File: config.mk
export PLATFORM = sky130hd
export DESIGN_NAME = linear_probe_hash_table_unit
export DESIGN_NICKNAME = d
export VERILOG_FILES = /design/src/hw/rtl/lpht_pkg.sv /design/src/hw/rtl/lpht_ram.sv /design/src/hw/rtl/lpht_ctrl.sv /design/src/hw/rtl/lpht_datapath.sv /design/src/hw/rtl/linear_probe_hash_table_unit.sv
export SDC_FILE = /design/constraint.sdc
export NUM_CORES = 1
export LEC_CHECK = 0
export BUFFER_PORTS_ARGS = -buffer_cell sky130_fd_sc_hd__buf_2
export CORE_UTILIZATION = 28
export DETAILED_ROUTE_END_ITERATION = 10
export PLACE_DENSITY_LB_ADDON = 0.08
export SYNTH_ARGS = -nofsm -noshare
export SYNTH_HDL_FRONTEND = slang
export SYNTH_HIERARCHICAL = 1
export SYNTH_SLANG_ARGS = --single-unit
File: constraint.sdc
create_clock -name clk -period 12.85 [get_ports clk]
set_input_delay 2.57 -clock clk [delete_from_list [all_inputs] [get_ports clk]]
set_output_delay 2.57 -clock clk [all_outputs]
set_load 0.02 [all_outputs]
File: src/hw/rtl/lpht_pkg.sv
`timescale 1ns / 1ps
// ----------------------------------------------------------------------------
// lpht_pkg
// Shared types and constants for the linear-probing hash table unit.
// ----------------------------------------------------------------------------
package lpht_pkg;

  localparam int SLOTS_DEF     = 16;
  localparam int KIND_W        = 2;
  localparam int KEY_W         = 32;
  localparam int VALUE_W       = 32;
  localparam int STATUS_W      = 2;
  localparam int INDEX_W       = 4;
  // key bits folded into the home-slot remainder per cycle
  localparam int MOD_STEP_BITS = 8;
  localparam int MOD_CYCLES    = KEY_W / MOD_STEP_BITS;
  localparam int MOD_CNT_W     = (MOD_CYCLES > 1) ? $clog2(MOD_CYCLES) : 1;

  localparam logic [KIND_W-1:0] KIND_INSERT = 2'd0;
  localparam logic [KIND_W-1:0] KIND_DELETE = 2'd1;
  localparam logic [KIND_W-1:0] KIND_SEARCH = 2'd2;

  localparam logic [STATUS_W-1:0] STATUS_DONE      = 2'd0;
  localparam logic [STATUS_W-1:0] STATUS_NOT_FOUND = 2'd1;
  localparam logic [STATUS_W-1:0] STATUS_FULL      = 2'd2;

  typedef enum logic [2:0] {
    ST_CLEAR,
    ST_IDLE,
    ST_MOD,
    ST_FIRST,
    ST_PROBE
  } state_t;

  typedef struct packed {
    logic load;
    logic mod_step;
    logic clear_step;
    logic probe_start;
    logic probe_advance;
    logic commit;
    logic report_miss;
  } cmd_t;

  typedef struct packed {
    logic clear_last;
    logic mod_last;
    logic hit;
    logic probe_last;
  } stat_t;

endpackage

File: src/hw/rtl/lpht_ram.sv
`timescale 1ns / 1ps
// ----------------------------------------------------------------------------
// lpht_ram
// Generic single-write, single-read RAM with registered read data.
// ----------------------------------------------------------------------------
module lpht_ram #(
  parameter int WIDTH = 33,
  parameter int DEPTH = 16
) (
  input  logic                     clk,
  input  logic                     we,
  input  logic [$clog2(DEPTH)-1:0] waddr,
  input  logic [WIDTH-1:0]         wdata,
  input  logic                     re,
  input  logic [$clog2(DEPTH)-1:0] raddr,
  output logic [WIDTH-1:0]         rdata
);

  logic [WIDTH-1:0] mem [DEPTH];
  logic [WIDTH-1:0] rdata_r;

  always_ff @(posedge clk) begin
    if (we) begin
      mem[waddr] <= wdata;
    end
    if (re) begin
      rdata_r <= mem[raddr];
    end
  end

  assign rdata = rdata_r;

endmodule

File: src/hw/rtl/lpht_ctrl.sv
`timescale 1ns / 1ps
// ----------------------------------------------------------------------------
// lpht_ctrl
// Sequencer: clearing pass, home-slot reduction, probe loop and response.
// ----------------------------------------------------------------------------
module lpht_ctrl (
  input  logic           clk,
  input  logic           rst_n,
  input  logic           start,
  input  lpht_pkg::stat_t stat,
  output logic           busy,
  output lpht_pkg::cmd_t cmd
);

  lpht_pkg::state_t state_r, state_nxt;

  always_ff @(posedge clk) begin
    if (!rst_n) begin
      state_r <= lpht_pkg::ST_CLEAR;
    end else begin
      state_r <= state_nxt;
    end
  end

  always_comb begin
    state_nxt = state_r;
    case (state_r)
      lpht_pkg::ST_CLEAR: begin
        if (stat.clear_last) state_nxt = lpht_pkg::ST_IDLE;
      end
      lpht_pkg::ST_IDLE: begin
        if (start) state_nxt = lpht_pkg::ST_MOD;
      end
      lpht_pkg::ST_MOD: begin
        if (stat.mod_last) state_nxt = lpht_pkg::ST_FIRST;
      end
      lpht_pkg::ST_FIRST: begin
        state_nxt = lpht_pkg::ST_PROBE;
      end
      lpht_pkg::ST_PROBE: begin
        if (stat.hit || stat.probe_last) state_nxt = lpht_pkg::ST_IDLE;
      end
      default: begin
        state_nxt = lpht_pkg::ST_CLEAR;
      end
    endcase
  end

  always_comb begin
    cmd  = '0;
    busy = 1'b1;
    case (state_r)
      lpht_pkg::ST_CLEAR: begin
        cmd.clear_step = 1'b1;
      end
      lpht_pkg::ST_IDLE: begin
        busy     = 1'b0;
        cmd.load = start;
      end
      lpht_pkg::ST_MOD: begin
        cmd.mod_step = 1'b1;
      end
      lpht_pkg::ST_FIRST: begin
        cmd.probe_start = 1'b1;
      end
      lpht_pkg::ST_PROBE: begin
        if (stat.hit) begin
          cmd.commit = 1'b1;
        end else if (stat.probe_last) begin
          cmd.report_miss = 1'b1;
        end else begin
          cmd.probe_advance = 1'b1;
        end
      end
      default: begin
        cmd = '0;
      end
    endcase
  end

endmodule

File: src/hw/rtl/lpht_datapath.sv
`timescale 1ns / 1ps
// ----------------------------------------------------------------------------
// lpht_datapath
// Request registers, home-slot remainder, probe pointers, slot RAM, response.
// ----------------------------------------------------------------------------
module lpht_datapath #(
  parameter int SLOTS = lpht_pkg::SLOTS_DEF
) (
  input  logic                              clk,
  input  logic                              rst_n,
  input  lpht_pkg::cmd_t                    cmd,
  output lpht_pkg::stat_t                   stat,
  input  logic [lpht_pkg::KIND_W-1:0]       in_kind,
  input  logic [lpht_pkg::KEY_W-1:0]        in_key,
  input  logic signed [lpht_pkg::VALUE_W-1:0] in_value,
  output logic                              out_valid,
  output logic [lpht_pkg::STATUS_W-1:0]     out_status,
  output logic [lpht_pkg::INDEX_W-1:0]      out_slot_index
);

  localparam int IW = $clog2(SLOTS);
  localparam int DW = lpht_pkg::VALUE_W + 1;
  localparam logic [IW-1:0] LAST_IDX = IW'(SLOTS - 1);
  localparam logic [IW:0]   SLOTS_X  = (IW + 1)'(SLOTS);

  logic [lpht_pkg::KIND_W-1:0]   kind_r;
  logic [lpht_pkg::VALUE_W-1:0]  val_r;
  logic [lpht_pkg::KEY_W-1:0]    key_r;
  logic [IW-1:0]                 rem_r, rem_nxt;
  logic [lpht_pkg::MOD_CNT_W-1:0] mod_cnt_r;
  logic [IW-1:0]                 clr_idx_r;
  logic [IW-1:0]                 chk_idx_r;
  logic [IW-1:0]                 rd_next_r;
  logic [IW-1:0]                 probe_cnt_r;
  logic [IW-1:0]                 home_inc, next_inc;
  logic                          out_valid_r;
  logic [lpht_pkg::STATUS_W-1:0] status_r;
  logic [lpht_pkg::INDEX_W-1:0]  index_r;

  logic          ram_we, ram_re;
  logic [IW-1:0] ram_waddr, ram_raddr;
  logic [DW-1:0] ram_wdata, ram_rdata;
  logic          slot_used;

  // Fold MOD_STEP_BITS key bits, MSB first, into the running remainder.
  always_comb begin
    logic [IW-1:0] r;
    logic [IW:0]   t;
    r = rem_r;
    for (int j = 0; j < lpht_pkg::MOD_STEP_BITS; j++) begin
      t = {r, key_r[lpht_pkg::KEY_W-1-j]};
      if (t >= SLOTS_X) t = t - SLOTS_X;
      r = t[IW-1:0];
    end
    rem_nxt = r;
  end

  assign home_inc = (rem_r == LAST_IDX) ? '0 : rem_r + 1'b1;
  assign next_inc = (rd_next_r == LAST_IDX) ? '0 : rd_next_r + 1'b1;

  always_ff @(posedge clk) begin
    if (cmd.load) begin
      kind_r    <= in_kind;
      val_r     <= $unsigned(in_value);
      key_r     <= in_key;
      rem_r     <= '0;
      mod_cnt_r <= '0;
    end else if (cmd.mod_step) begin
      key_r     <= key_r << lpht_pkg::MOD_STEP_BITS;
      rem_r     <= rem_nxt;
      mod_cnt_r <= mod_cnt_r + 1'b1;
    end
    if (cmd.probe_start) begin
      chk_idx_r   <= rem_r;
      rd_next_r   <= home_inc;
      probe_cnt_r <= '0;
    end else if (cmd.probe_advance) begin
      chk_idx_r   <= rd_next_r;
      rd_next_r   <= next_inc;
      probe_cnt_r <= probe_cnt_r + 1'b1;
    end
    if (cmd.commit) begin
      status_r <= lpht_pkg::STATUS_DONE;
      index_r  <= lpht_pkg::INDEX_W'(chk_idx_r);
    end else if (cmd.report_miss) begin
      status_r <= (kind_r == lpht_pkg::KIND_INSERT) ? lpht_pkg::STATUS_FULL
                                                   : lpht_pkg::STATUS_NOT_FOUND;
      index_r  <= '0;
    end
  end

  always_ff @(posedge clk) begin
    if (!rst_n) begin
      clr_idx_r   <= '0;
      out_valid_r <= 1'b0;
    end else begin
      if (cmd.clear_step) clr_idx_r <= clr_idx_r + 1'b1;
      out_valid_r <= cmd.commit || cmd.report_miss;
    end
  end

  // Entry layout: {valid, value}. Clearing writes all zeros.
  always_comb begin
    ram_we    = 1'b0;
    ram_waddr = chk_idx_r;
    ram_wdata = {1'b1, val_r};
    if (cmd.clear_step) begin
      ram_we    = 1'b1;
      ram_waddr = clr_idx_r;
      ram_wdata = '0;
    end else if (cmd.commit) begin
      case (kind_r)
        lpht_pkg::KIND_INSERT: begin
          ram_we    = 1'b1;
          ram_wdata = {1'b1, val_r};
        end
        lpht_pkg::KIND_DELETE: begin
          ram_we    = 1'b1;
          ram_wdata = '0;
        end
        default: begin
          ram_we = 1'b0;
        end
      endcase
    end
  end

  assign ram_re    = cmd.probe_start || cmd.probe_advance;
  assign ram_raddr = cmd.probe_start ? rem_r : rd_next_r;

  lpht_ram #(
    .WIDTH (DW),
    .DEPTH (SLOTS)
  ) u_slots (
    .clk   (clk),
    .we    (ram_we),
    .waddr (ram_waddr),
    .wdata (ram_wdata),
    .re    (ram_re),
    .raddr (ram_raddr),
    .rdata (ram_rdata)
  );

  assign slot_used = ram_rdata[DW-1];

  always_comb begin
    stat.clear_last = (clr_idx_r == LAST_IDX);
    stat.mod_last   = (mod_cnt_r == lpht_pkg::MOD_CNT_W'(lpht_pkg::MOD_CYCLES - 1));
    stat.probe_last = (probe_cnt_r == LAST_IDX);
    if (kind_r == lpht_pkg::KIND_INSERT) begin
      stat.hit = !slot_used;
    end else begin
      stat.hit = slot_used && (ram_rdata[lpht_pkg::VALUE_W-1:0] == val_r);
    end
  end

  assign out_valid      = out_valid_r;
  assign out_status     = status_r;
  assign out_slot_index = index_r;

endmodule

File: src/hw/rtl/linear_probe_hash_table_unit.sv
`timescale 1ns / 1ps
// ----------------------------------------------------------------------------
// linear_probe_hash_table_unit
// Linear-probing hash table of SLOTS entries with insert, delete and search.
// ----------------------------------------------------------------------------
// Sequence: after the start transfer the key is reduced to its home slot,
//   the first RAM read is issued, then one slot RAM read per probe cycle,
//   probing 1..SLOTS slots until a hit or the last slot.
// A new request is taken only when busy is low again, with the strobe.
// The result strobe lasts one cycle; the receiver cannot stall it.
// Reset: busy stays high for a clearing pass over every slot of the slot RAM.
module linear_probe_hash_table_unit #(
  parameter int SLOTS = lpht_pkg::SLOTS_DEF
) (
  input  logic                                clk,
  input  logic                                rst_n,
  input  logic                                start,
  output logic                                busy,
  input  logic [lpht_pkg::KIND_W-1:0]         in_kind,
  input  logic [lpht_pkg::KEY_W-1:0]          in_key,
  input  logic signed [lpht_pkg::VALUE_W-1:0] in_value,
  output logic                                out_valid,
  output logic [lpht_pkg::STATUS_W-1:0]       out_status,
  output logic [lpht_pkg::INDEX_W-1:0]        out_slot_index
);

  lpht_pkg::cmd_t  cmd;
  lpht_pkg::stat_t stat;

  lpht_ctrl u_ctrl (
    .clk   (clk),
    .rst_n (rst_n),
    .start (start),
    .stat  (stat),
    .busy  (busy),
    .cmd   (cmd)
  );

  lpht_datapath #(
    .SLOTS (SLOTS)
  ) u_dp (
    .clk            (clk),
    .rst_n          (rst_n),
    .cmd            (cmd),
    .stat           (stat),
    .in_kind        (in_kind),
    .in_key         (in_key),
    .in_value       (in_value),
    .out_valid      (out_valid),
    .out_status     (out_status),
    .out_slot_index (out_slot_index)
  );

  // a transfer always occupies the unit for at least the reduction cycles
  a_start_busy: assert property (@(posedge clk) disable iff (!rst_n)
    (start && !busy) |=> busy)
    else $error("busy not raised after start transfer");

  a_result_idle: assert property (@(posedge clk) disable iff (!rst_n)
    out_valid |-> !busy)
    else $error("result strobe while still busy");

  a_single_strobe: assert property (@(posedge clk) disable iff (!rst_n)
    out_valid |=> !out_valid)
    else $error("result strobe longer than one cycle");

  a_miss_index: assert property (@(posedge clk) disable iff (!rst_n)
    (out_valid && (out_status != lpht_pkg::STATUS_DONE)) |-> (out_slot_index == '0))
    else $error("nonzero index on a miss or full result");

endmodule
==> metrics.txt, run 1 <==
outcome=finished clean; class of the most critical hold timing path=reg2reg; number of pins exceeding their max-slew limit in the final report=0; setup skew after layout=27.0 ps; Slew HR=0.299; RSZ-0062 raised after global routing=no; remaining antenna violation count after routing=0; top-level port count=77; Post-Synthesis Cells=1155; clock-pin transition on the worst setup and hold timing paths=60 ps; number of distinct library cells after synthesis=a little under 50; deepest clock path buffer count=3; synthesized area per cell=~21 um^2; worst-case hold slack=489 ps; hpwl dp=31.1 mm; most common library cell in the layout ignoring fill and taps=edfxtp_1; DRC violation total after the first TritonRoute iteration=812; CTS tree=yes; portion of the clock cycle consumed by the worst path in the final layout=0.426; number of nets in the layout=1343; Least-Margin Pin Slew=1050 ps; Final Setup Violations=0; type of element capturing the critical path=register; vias in the first global route=12300; Data arrival, critical path=5710 ps; cell at the root of the clock tree=clkbuf_16; number of nets produced by synthesis=between 1000 and 1500; clock sink count=643; starting utilization of the core area=0.284; largest net degree at the start of global routing=73; floorplan die height=299 um; remaining global-route overflow=0; number of I/O port buffers=60; number of enable-type register cells in the synthesized netlist=623; routed wire length=66.2 mm; core area=0.0872 mm^2; critical setup path kind=reg2reg; Worst Setup Slack post-DPL=7170 ps; setup slack of the critical path after layout=7380 ps; logic depth of the worst register-to-register path=10; post-synthesis instance area=0.0247 mm^2; register bit total from synthesis=643; placement row count=108; Avg WL per Cell=26.6 um; Design Power=4.53 mW; static leakage power=9.35 nW; count of unresolved DRC violations after routing=0; quantity of gates resized following cts=0; time the final worst path needs with I/O delays and setup=5470 ps; global-route wire length before repair=93.3 mm; launching element type of the critical path=register; hold-critical path endpoint=u_dp/out_status[1]; worst-case register-to-register setup slack=7380 ps; relative area change from synthesis to final layout=16.9%; Setup Buffers After CTS=0; Antenna Diode Count=0; leading cell types in the layout, fill and taps excluded=edfxtp_1, mux4_2, clkbuf_16, a22oi_1, buf_2; fraction of registers with async set or reset after synthesis=0; CP Max Fanout=24; hold-fix buffers at CTS=0; Worst Hold Launch=u_dp/out_status[1]; flip-flop cell with the highest count after synthesis=edfxtp_1; later-pin clock latency in the skew report=620 ps; Num CTS Buffers=78; Die X-Extent=299 um; worst flop-to-flop path endpoint=u_dp/u_slots/mem[14][26]; initial antenna violation count=0; power per cell area=157 mW/mm^2; area of the die=0.0896 mm^2; largest voltage drop on the vdd net=roughly 0.084 mV; final weighted congestion in routability-driven placement=0.667; share of synthesized area occupied by flip-flops and latches=0.772; all-layer global routing usage=0.149; synthesis warning total=6; timing-limited maximum frequency=183 MHz; hold violation count in the final report=0; via count=roughly 12000; maximum level of the CTS H-tree=3; via density per instance=between 4 and 5; number of stages on the worst hold path=2; max-cap check violation count=0; reg-to-reg critical path startpoint=u_dp/val_r[9]; critical path data required time=13090 ps; Sum Neg Setup Slack=0 ps; first-pass iteration count of the detailed router=4; fraction of layout cells with a size suffix above 1=0.269
metal layers:
metal | global-route usage | part of all wire
met5 | 0 | 0
met4 | 0.0491 | 0.024
met3 | 0.0238 | 0.038
met2 | 0.236 | 0.48
met1 | 0.209 | 0.46
state kept, by name, indices dropped and copies added (netlist names):
| signal | flops |
|---|---|
| u_dp/val_r | 32 |
| u_dp/out_valid | 1 |
| u_dp/u_slots/mem | 528 |
| u_dp/out_slot_index | 4 |
| u_dp/key_r | 16 |
| u_dp/probe_cnt_r | 4 |
| u_dp/u_slots/rdata | 33 |
| u_dp/kind_r | 2 |
| u_ctrl/state_r | 3 |
| u_dp/rd_next_r | 4 |
| u_dp/out_status | 2 |
| u_dp/clr_idx_r | 4 |
| u_dp/rem_r | 4 |
| u_dp/chk_idx_r | 4 |
| u_dp/mod_cnt_r | 2 |
synth_stat cells, drive strengths merged (2+ instances only):
cell type / number / area [um^2]
xnor2: 28 / 245
nor4: 3 / 18.8
nor2: 32 / 120
inv: 5 / 18.8
a31oi: 2 / 12.5
nor3: 6 / 30.0
nand3b: 3 / 22.5
mux4: 132 / 3040
nand4: 8 / 50.1
a21oi: 5 / 25.0
ha: 5 / 62.6
and2: 45 / 283
and3: 3 / 18.8
clkbuf: 25 / 96.3
mux2: 20 / 225
xor2: 13 / 114
a22oi: 66 / 495
mux2i: 8 / 80.1
nand3: 3 / 15.0
or2: 3 / 18.8
nand2: 39 / 146
edfxtp: 623 / 18700
buf: 30 / 280
a21o: 2 / 15.0
nand2b: 5 / 31.3
dfxtp: 20 / 400
nor2b: 3 / 18.8
o21ai: 6 / 33.8
worst max-delay path, cell delays in order, from the launching register on:
cell and delay, ps:
edfxtp_1 440, xnor2_1 400, nand4_1 290, nor4_1 730
nand4_1 410, o32ai_1 400, and3_1 390, a21o_1 290
nand3_1 350, nor2_4 690, buf_4 660
worst max-delay path by stage:
stage / endpoint / startpoint / depth (start not counted)
6_report: u_dp/u_slots/mem[14][26] / u_dp/val_r[9] / 10
5_1_grt: u_dp/u_slots/mem[14][20] / u_dp/val_r[26] / 10
4_1_cts: u_dp/u_slots/mem[14][20] / u_dp/val_r[26] / 10
3_5_place_dp: u_dp/u_slots/mem[14][30] / u_dp/val_r[26] / 10
3_3_place_gp: u_dp/u_slots/mem[14][30] / u_dp/val_r[26] / 10
2_1_floorplan: u_dp/key_r[0] / start / 4
where the power goes:
group	switching (mW)	total, mW	internal [mW]	leakage (nW)
registers	0.0168	2.34	2.32	5.93
logic	0.0585	0.0916	0.0331	2.23
clock network	0.864	2.10	1.23	1.19
layout make-up:
class | instances | area, um^2
repair buffers | 89 | 518
clock buffers | 102 | 2060
inverters | 5 | 18.8
well taps | 1155 | 1450
fillers | 8265 | 58200
flip-flops and latches | 643 | 19100
multi-input cells | 452 | 5420
clock inverters | 41 | 354
cell families (layout without fill, tap and decap cells):
logic type	count (synthesis)	count (layout)	synth area share
xor+xnor	41	41	0.0145
fa+ha+maj	5	5	0.00253
compound gates	86	86	0.0252
flops	643	643	0.772
simple gates	160	160	0.0342
mux	160	160	0.135
buf+inv	60	237	0.0160
stage by stage:
step                instance area, um^2   util  instances
floorplan                         24700      -       1155
global placement                  26500  0.304       2344
detailed placement                26500  0.304       2344
CTS                               28900  0.332       2487
global route                      28900  0.332       2487
finish                            28900  0.332       2487
No activity file was read; power rests on OpenSTA's default activity.
==> run 2, diff against run 1 <==
==> constraint.sdc (replaced) <==
create_clock -name clk -period 5.55 [get_ports clk]
set_input_delay 1.11 -clock clk [delete_from_list [all_inputs] [get_ports clk]]
set_output_delay 1.11 -clock clk [all_outputs]
set_load 0.02 [all_outputs]
==> run 2 against run 1 <==
  * Maximum frequency increased by 18%
  * Via count is 0.79% lower
  * Count of clock-buffer cells in the layout shrank 9
  * Final cell count fell by 0.12%
  * First-iteration DRC count is 2.6% lower
  * Register-to-register slack got worse by 6500 ps
  * Clock power up 120%
  * Critical endpoint is now u_dp/u_slots/mem[0][17]
==> metrics.txt, run 2 (synthesized netlist as in run 1, its figures left out) <==
static leakage power=9.38 nW (+0.30%); timing-limited maximum frequency=216 MHz (+18%); number of nets in the layout=1348 (+0.37%); filler instances=8257 (-0.097%); hold violation count in the final report=0 (unchanged); Sum Neg Setup Slack=0 ps (unchanged); remaining antenna violation count after routing=0 (unchanged); clock-pin transition on the worst setup and hold timing paths=60 ps (about the same); critical path's largest stage delay=600 ps (-130 ps); Avg WL per Cell=25.5 um (-4.2%); Setup Buffers After CTS=0 (unchanged); largest voltage drop on the vdd net=0.184 mV (+120%); chain of cells forming the critical path=xnor2_1 > nand4_1 > nor4_1 > nand4_1 > o32ai_1 > and3_1 > a21o_1 > or3b_2 > nor3_2 > buf_4; area of the die=0.0896 mm^2 (unchanged); setup skew after layout=16.8 ps (-10.1 ps); CP Max Fanout=20 (-17%); type of element capturing the critical path=register; proportion of total power due to net switching=0.201 (-0.00634); fraction of layout cells with a size suffix above 1=0.266 (-0.00316); vias in the first global route=12200 (-0.75%); via count=11700 (-0.79%); all-layer global routing usage=0.144 (-0.00556); critical setup path kind=reg2reg; power spent charging and discharging nets=2.08 mW (+120%); critical path data required time=5790 ps (-7300 ps); most common library cell in the layout ignoring fill and taps=edfxtp_1; hold-fix buffers at CTS=0 (unchanged); leading cell types in the layout, fill and taps excluded=edfxtp_1, mux4_2, clkbuf_16, a22oi_1, buf_2; portion of the clock cycle consumed by the worst path in the final layout=0.833 (+0.408); outcome=finished clean; top-level port count=77 (unchanged); power per cell area=356 mW/mm^2 (+130%); largest net degree at the start of global routing=91 (+25%); hpwl dp=33.0 mm (+6.1%); deepest clock path buffer count=3 (unchanged); portion of total power attributed to combinational logic=0.021 (about the same); RSZ-0062 raised after global routing=no; sequential share of power=0.523 (+0.007); number of pins exceeding their max-slew limit in the final report=0 (unchanged); final core utilization=0.333 (+0.00132); largest register by flop count=u_dp/u_slots/mem; cell at the root of the clock tree=clkbuf_16; Die X-Extent=299 um (unchanged); time the final worst path needs with I/O delays and setup=4620 ps (-845 ps); maximum level of the CTS H-tree=3 (unchanged); max-cap check violation count=0 (unchanged); relative area change from synthesis to final layout=17.4%; Slew HR=0.329 (+0.0294); placement row count=108 (unchanged); internal power consumption=8.26 mW (+130%); core area=0.0872 mm^2 (unchanged); launching element type of the critical path=register; first-pass iteration count of the detailed router=5 (+1); Least-Margin Pin Slew=996 ps (-54.6 ps); clock group share of total power=0.455 (-0.008); final weighted congestion in routability-driven placement=0.693 (+4.0%); CTS tree=yes; class of the most critical hold timing path=reg2reg; max FFs per register=528 (unchanged); initial antenna violation count=3 (+3); most used cell, CP=nand4_1; Antenna Diode Count=0 (unchanged); via density per instance=4.69 (-0.67%); CP startpoint=u_dp/val_r[26]; Worst Hold Launch=u_dp/key_r[25]; later-pin clock latency in the skew report=600 ps (-20 ps); quantity of gates resized following cts=0 (unchanged); clock sink count=643 (unchanged); Final Setup Violations=0 (unchanged); routed wire length=63.3 mm (-4.3%); remaining global-route overflow=0 (unchanged); count of unresolved DRC violations after routing=0 (unchanged); reg-to-reg critical path startpoint=u_dp/val_r[26]; Data arrival, critical path=4870 ps (-840 ps); starting utilization of the core area=0.284 (unchanged); slowest cell on the critical path=or3b_2; DRC violation total after the first TritonRoute iteration=791 (-2.6%); global-route wire length before repair=90.7 mm (-2.8%); floorplan die height=299 um (unchanged); Num CTS Buffers=75 (-3.8%); number of I/O port buffers=60 (unchanged)
## run 2: cell types whose count changed in the layout (fill, tap and decap cells not counted), moves of 2 or more
cell | previous run | this run
buf_12 | 0 | 12
clkinv_1 | 13 | 24
clkbuf_1 | 23 | 14
clkinv_2 | 16 | 9
buf_4 | 29 | 25
clkinv_8 | 2 | 0
inv_6 | 3 | 1
## run 2: critical path: cells and delay by family, from the launching register on
kind	cells	cell delay, ps
and+or+nand+nor	6	2290
AOI/OAI and AO/OA	2	680
xor gates and xnor gates	1	450
DFF	1	410
buffers and inverters	1	400
## run 2: final timing paths
| path | end | slack (ps) | cells after the start |
|---|---|---|---|
| max | u_dp/u_slots/mem[0][17] | 930 | 10 |
| min | u_dp/rem_r[1] | 490 | 2 |
| max reg2reg | u_dp/u_slots/mem[0][17] | 930 | 10 |
| min reg2reg | u_dp/rem_r[1] | 490 | 2 |
## run 2: stage by stage
stage	power [mW]	cell area, um^2	hold WS [ps]	std cells	setup slack (ps)
3_5_place_dp	5.74	26700	483	2352	814
4_1_cts	10.5	29000	498	2484	786
2_1_floorplan	5.62	24700	456	1155	648
6_report	10.3	29000	491	2484	926
5_1_grt	10.7	29000	517	2484	562
3_3_place_gp	5.73	26700	469	2352	940
## run 2: area by class of cell
cell class                 instances  area (um^2)  share of cell area
clock buffer                      93         2030              0.0699
clock inverter                    39          294              0.0101
inverter                           5         18.8            0.000646
multi-input combinational        452         5420               0.187
sequential                       643        19100               0.658
tap                             1155         1450              0.0498
timing repair buffer              97          728              0.0251
## run 2: power groups by stage
stage	Clock (mW)	Combinational (mW)	Sequential, mW
4_1_cts	4.88	0.231	5.41
5_1_grt	5.05	0.246	5.42
3_5_place_dp	0	0.229	5.51
2_1_floorplan	0	0.113	5.50
3_3_place_gp	0	0.224	5.51
6_report	4.71	0.222	5.41
## run 2: layer usage
layer  GRT usage  vias to the layer above  wire length [um]
met5           0                        -                 0
met4      0.0424                        0              1190
li1            -                     5025                 -
met3      0.0236                       79              2450
met1       0.201                     6292             29600
met2       0.229                      258             30100
==> run 3, diff against run 2 <==
==> constraint.sdc (replaced) <==
create_clock -name clk -period 3.9 [get_ports clk]
set_input_delay 0.78 -clock clk [delete_from_list [all_inputs] [get_ports clk]]
set_output_delay 0.78 -clock clk [all_outputs]
set_load 0.02 [all_outputs]
==> run 3 against run 2 <==
  * Sequential share of layout area fell by 1.7 points
  * Final cell count is 2.1% higher
  * Register-to-register slack lost 670 ps
  * Utilization up 0.89 points
  * Maximum frequency up 27%
  * Non-clock buffer count increased by 45
  * Die area unchanged
  * Flip-flop and latch count unchanged
  * Global-route usage rose by 0.43 points
  * Critical path depth up 2
  * Via count grew 0.76%
  * Largest power group unchanged
==> metrics.txt, run 3 (synthesized netlist as in run 1, its figures left out) <==
final weighted congestion in routability-driven placement=0.702 (+1.2%); vias in the first global route=12500 (+2.3%); core area=0.0872 mm^2 (unchanged); class of the most critical hold timing path=in2reg; Slew HR=0.350 (+0.0215); worst flop-to-flop path endpoint=u_dp/u_slots/mem[1][19]; Avg WL per Cell=25.8 um (+1.0%); clock group share of total power=0.463 (+0.008); Num CTS Buffers=76 (+1.3%); Antenna Diode Count=0 (unchanged); clock-pin transition on the worst setup and hold timing paths=60 ps (about the same); RSZ-0062 raised after global routing=no; CTS tree=yes; setup skew after layout=19.0 ps (+2.19 ps); max FFs per register=528 (unchanged); portion of the clock cycle consumed by the worst path in the final layout=0.935 (+0.102); internal power consumption=11.9 mW (+44%); slowest cell on the critical path=or3b_2; Final Setup Violations=0 (unchanged); largest voltage drop on the vdd net=0.326 mV (+77%); filler instances=8169 (-1.1%); deepest clock path buffer count=3 (unchanged); type of element capturing the critical path=register; number of pins exceeding their max-slew limit in the final report=0 (unchanged); via count=11700 (+0.76%); Non-Filler Instances=2536 (+2.1%); Data arrival, critical path=3950 ps (-920 ps); timing-limited maximum frequency=274 MHz (+27%); cell class contributing the biggest share of worst-path delay=simple AND/OR/NAND/NOR gates; remaining global-route overflow=0 (unchanged); cell at the root of the clock tree=clkbuf_16; placement row count=108 (unchanged); most common library cell in the layout ignoring fill and taps=edfxtp_1; maximum level of the CTS H-tree=3 (unchanged); number of stages on the worst hold path=1 (-1); largest net degree at the start of global routing=67 (-26%); area of the die=0.0896 mm^2 (unchanged); Placed Cells incl. Taps=2397 (+1.9%); hpwl dp=37.3 mm (+13%); time the final worst path needs with I/O delays and setup=3650 ps (-976 ps); DRC violation total after the first TritonRoute iteration=677 (-14%); Worst Hold Launch=in_value[31]; power per cell area=503 mW/mm^2 (+41%); number of nets in the layout=1394 (+3.4%); routed wire length=65.3 mm (+3.1%); Least-Margin Pin Slew=972 ps (-24.0 ps); all-layer global routing usage=0.148 (+0.00427); chain of cells forming the critical path=xnor2_1 > nand4_1 > nor4_1 > buf_4 > nand4_1 > o32ai_2 > and3_1 > a21o_1 > or3b_2 > buf_12 > nor2_4 > buf_12; hold-fix buffers at CTS=0 (unchanged); power spent charging and discharging nets=3.06 mW (+47%); CP Max Fanout=16 (-20%); logic depth of the worst register-to-register path=12 (+2); hold-critical path endpoint=u_dp/val_r[31]; static leakage power=9.75 nW (+4.0%); remaining antenna violation count after routing=0 (unchanged); floorplan die height=299 um (unchanged); starting utilization of the core area=0.284 (unchanged); top-level port count=77 (unchanged); first-pass iteration count of the detailed router=4 (-1); outcome=finished clean; critical path data required time=4200 ps (-1590 ps); reg-to-reg critical path startpoint=u_dp/val_r[6]; critical path's largest stage delay=540 ps (-60 ps); fraction of layout cells with a size suffix above 1=0.301 (+0.0356); global-route wire length before repair=93.6 mm (+3.1%); portion of total power attributed to combinational logic=0.023 (+0.002); later-pin clock latency in the skew report=610 ps (about the same); Sum Neg Setup Slack=0 ps (unchanged); proportion of total power due to net switching=0.204 (+0.00295); buffers and inverters on the worst path=3 (+2); Design Power=15.0 mW (+45%); initial antenna violation count=4 (+1); hold violation count in the final report=0 (unchanged); critical setup path kind=reg2reg; largest register by flop count=u_dp/u_slots/mem; clock sink count=643 (unchanged); count of unresolved DRC violations after routing=0 (unchanged); worst-case hold slack=343 ps (-148 ps); relative area change from synthesis to final layout=20.5%; worst-case register-to-register setup slack=250 ps (-670 ps); max-cap check violation count=0 (unchanged); launching element type of the critical path=register; number of I/O port buffers=60 (unchanged); Die X-Extent=299 um (unchanged); sequential share of power=0.514 (-0.009); leading cell types in the layout, fill and taps excluded=edfxtp_1, mux4_2, clkbuf_16, a22oi_1, buf_2; final core utilization=0.342 (+0.00893); via density per instance=4.63 (-1.3%)
run 3: changes by cell type in the layout (fill, tap and decap cells not counted), sizes merged:
cell	change
clkinv	-1
clkbuf	+3
inv	+3
buf	+45
bufinv	+2
run 3: worst register-to-register path, cell delays in order, from the launching register on:
cell and delay (ps):
edfxtp_1 410, xnor2_1 320, nand4_1 250, nor4_1 230, buf_4 170, nand4_1 200
o32ai_2 220, and3_1 240, a21o_1 140, or3b_2 540, buf_12 180, nor2_4 200
buf_12 220
run 3: timing repair:
| item | 4_1_cts | 5_1_grt |
|---|---|---|
| buffers inserted | 0 | 0 |
| hold endpoints to repair | 0 | 0 |
| resized for setup | 0 | 5 |
| setup endpoints to repair | 0 | 136 |
run 3: worst max path at each step:
stage / start / endpoint / slack, ps / cells past startpoint
floorplan: u_dp/val_r[3] / u_dp/u_slots/mem[1][0] / -100 / 9
global placement: u_dp/val_r[23] / u_dp/u_slots/mem[1][27] / 160 / 12
detailed placement: u_dp/val_r[23] / u_dp/u_slots/mem[1][21] / 170 / 12
CTS: u_dp/val_r[23] / u_dp/u_slots/mem[1][28] / 130 / 12
global route: u_dp/val_r[5] / u_dp/u_slots/mem[1][19] / 30 / 13
finish: u_dp/val_r[6] / u_dp/u_slots/mem[1][19] / 250 / 12
run 3: cell type report:
class / instances / area [um^2] / area share
flip-flops and latches: 643 / 19100 / 0.641
multi-input cells: 452 / 5480 / 0.184
clock buffers: 96 / 2020 / 0.0677
well taps: 1155 / 1450 / 0.0485
repair buffers: 142 / 1340 / 0.0450
clock inverters: 43 / 407 / 0.0136
inverters: 5 / 18.8 / 0.000629
run 3: power groups by stage:
| stage | Sequential [mW] | Combinational (mW) | Clock, mW |
|---|---|---|---|
| final | 7.70 | 0.343 | 6.95 |
| after global placement | 7.84 | 0.353 | 0 |
| after detailed placement | 7.85 | 0.355 | 0 |
| after CTS | 7.70 | 0.356 | 7.18 |
| after floorplan | 7.83 | 0.162 | 0 |
| after global routing | 7.71 | 0.376 | 7.41 |
run 3: metal layers:
metal  track usage  vias to the layer above  part of all wire
met5             0                        -                 0
met4        0.0357                        0             0.019
met3        0.0241                       81             0.033
met2         0.246                      194              0.49
met1         0.202                     6341              0.46
li1              -                     5127                 -
run 3: metrics by stage:
stage / instance area [um^2] / worst slack, ps
after global routing: 29800 / 31.4
after CTS: 29800 / 130
after global placement: 27400 / 156
after detailed placement: 27400 / 170
final: 29800 / 253
after floorplan: 24800 / -103
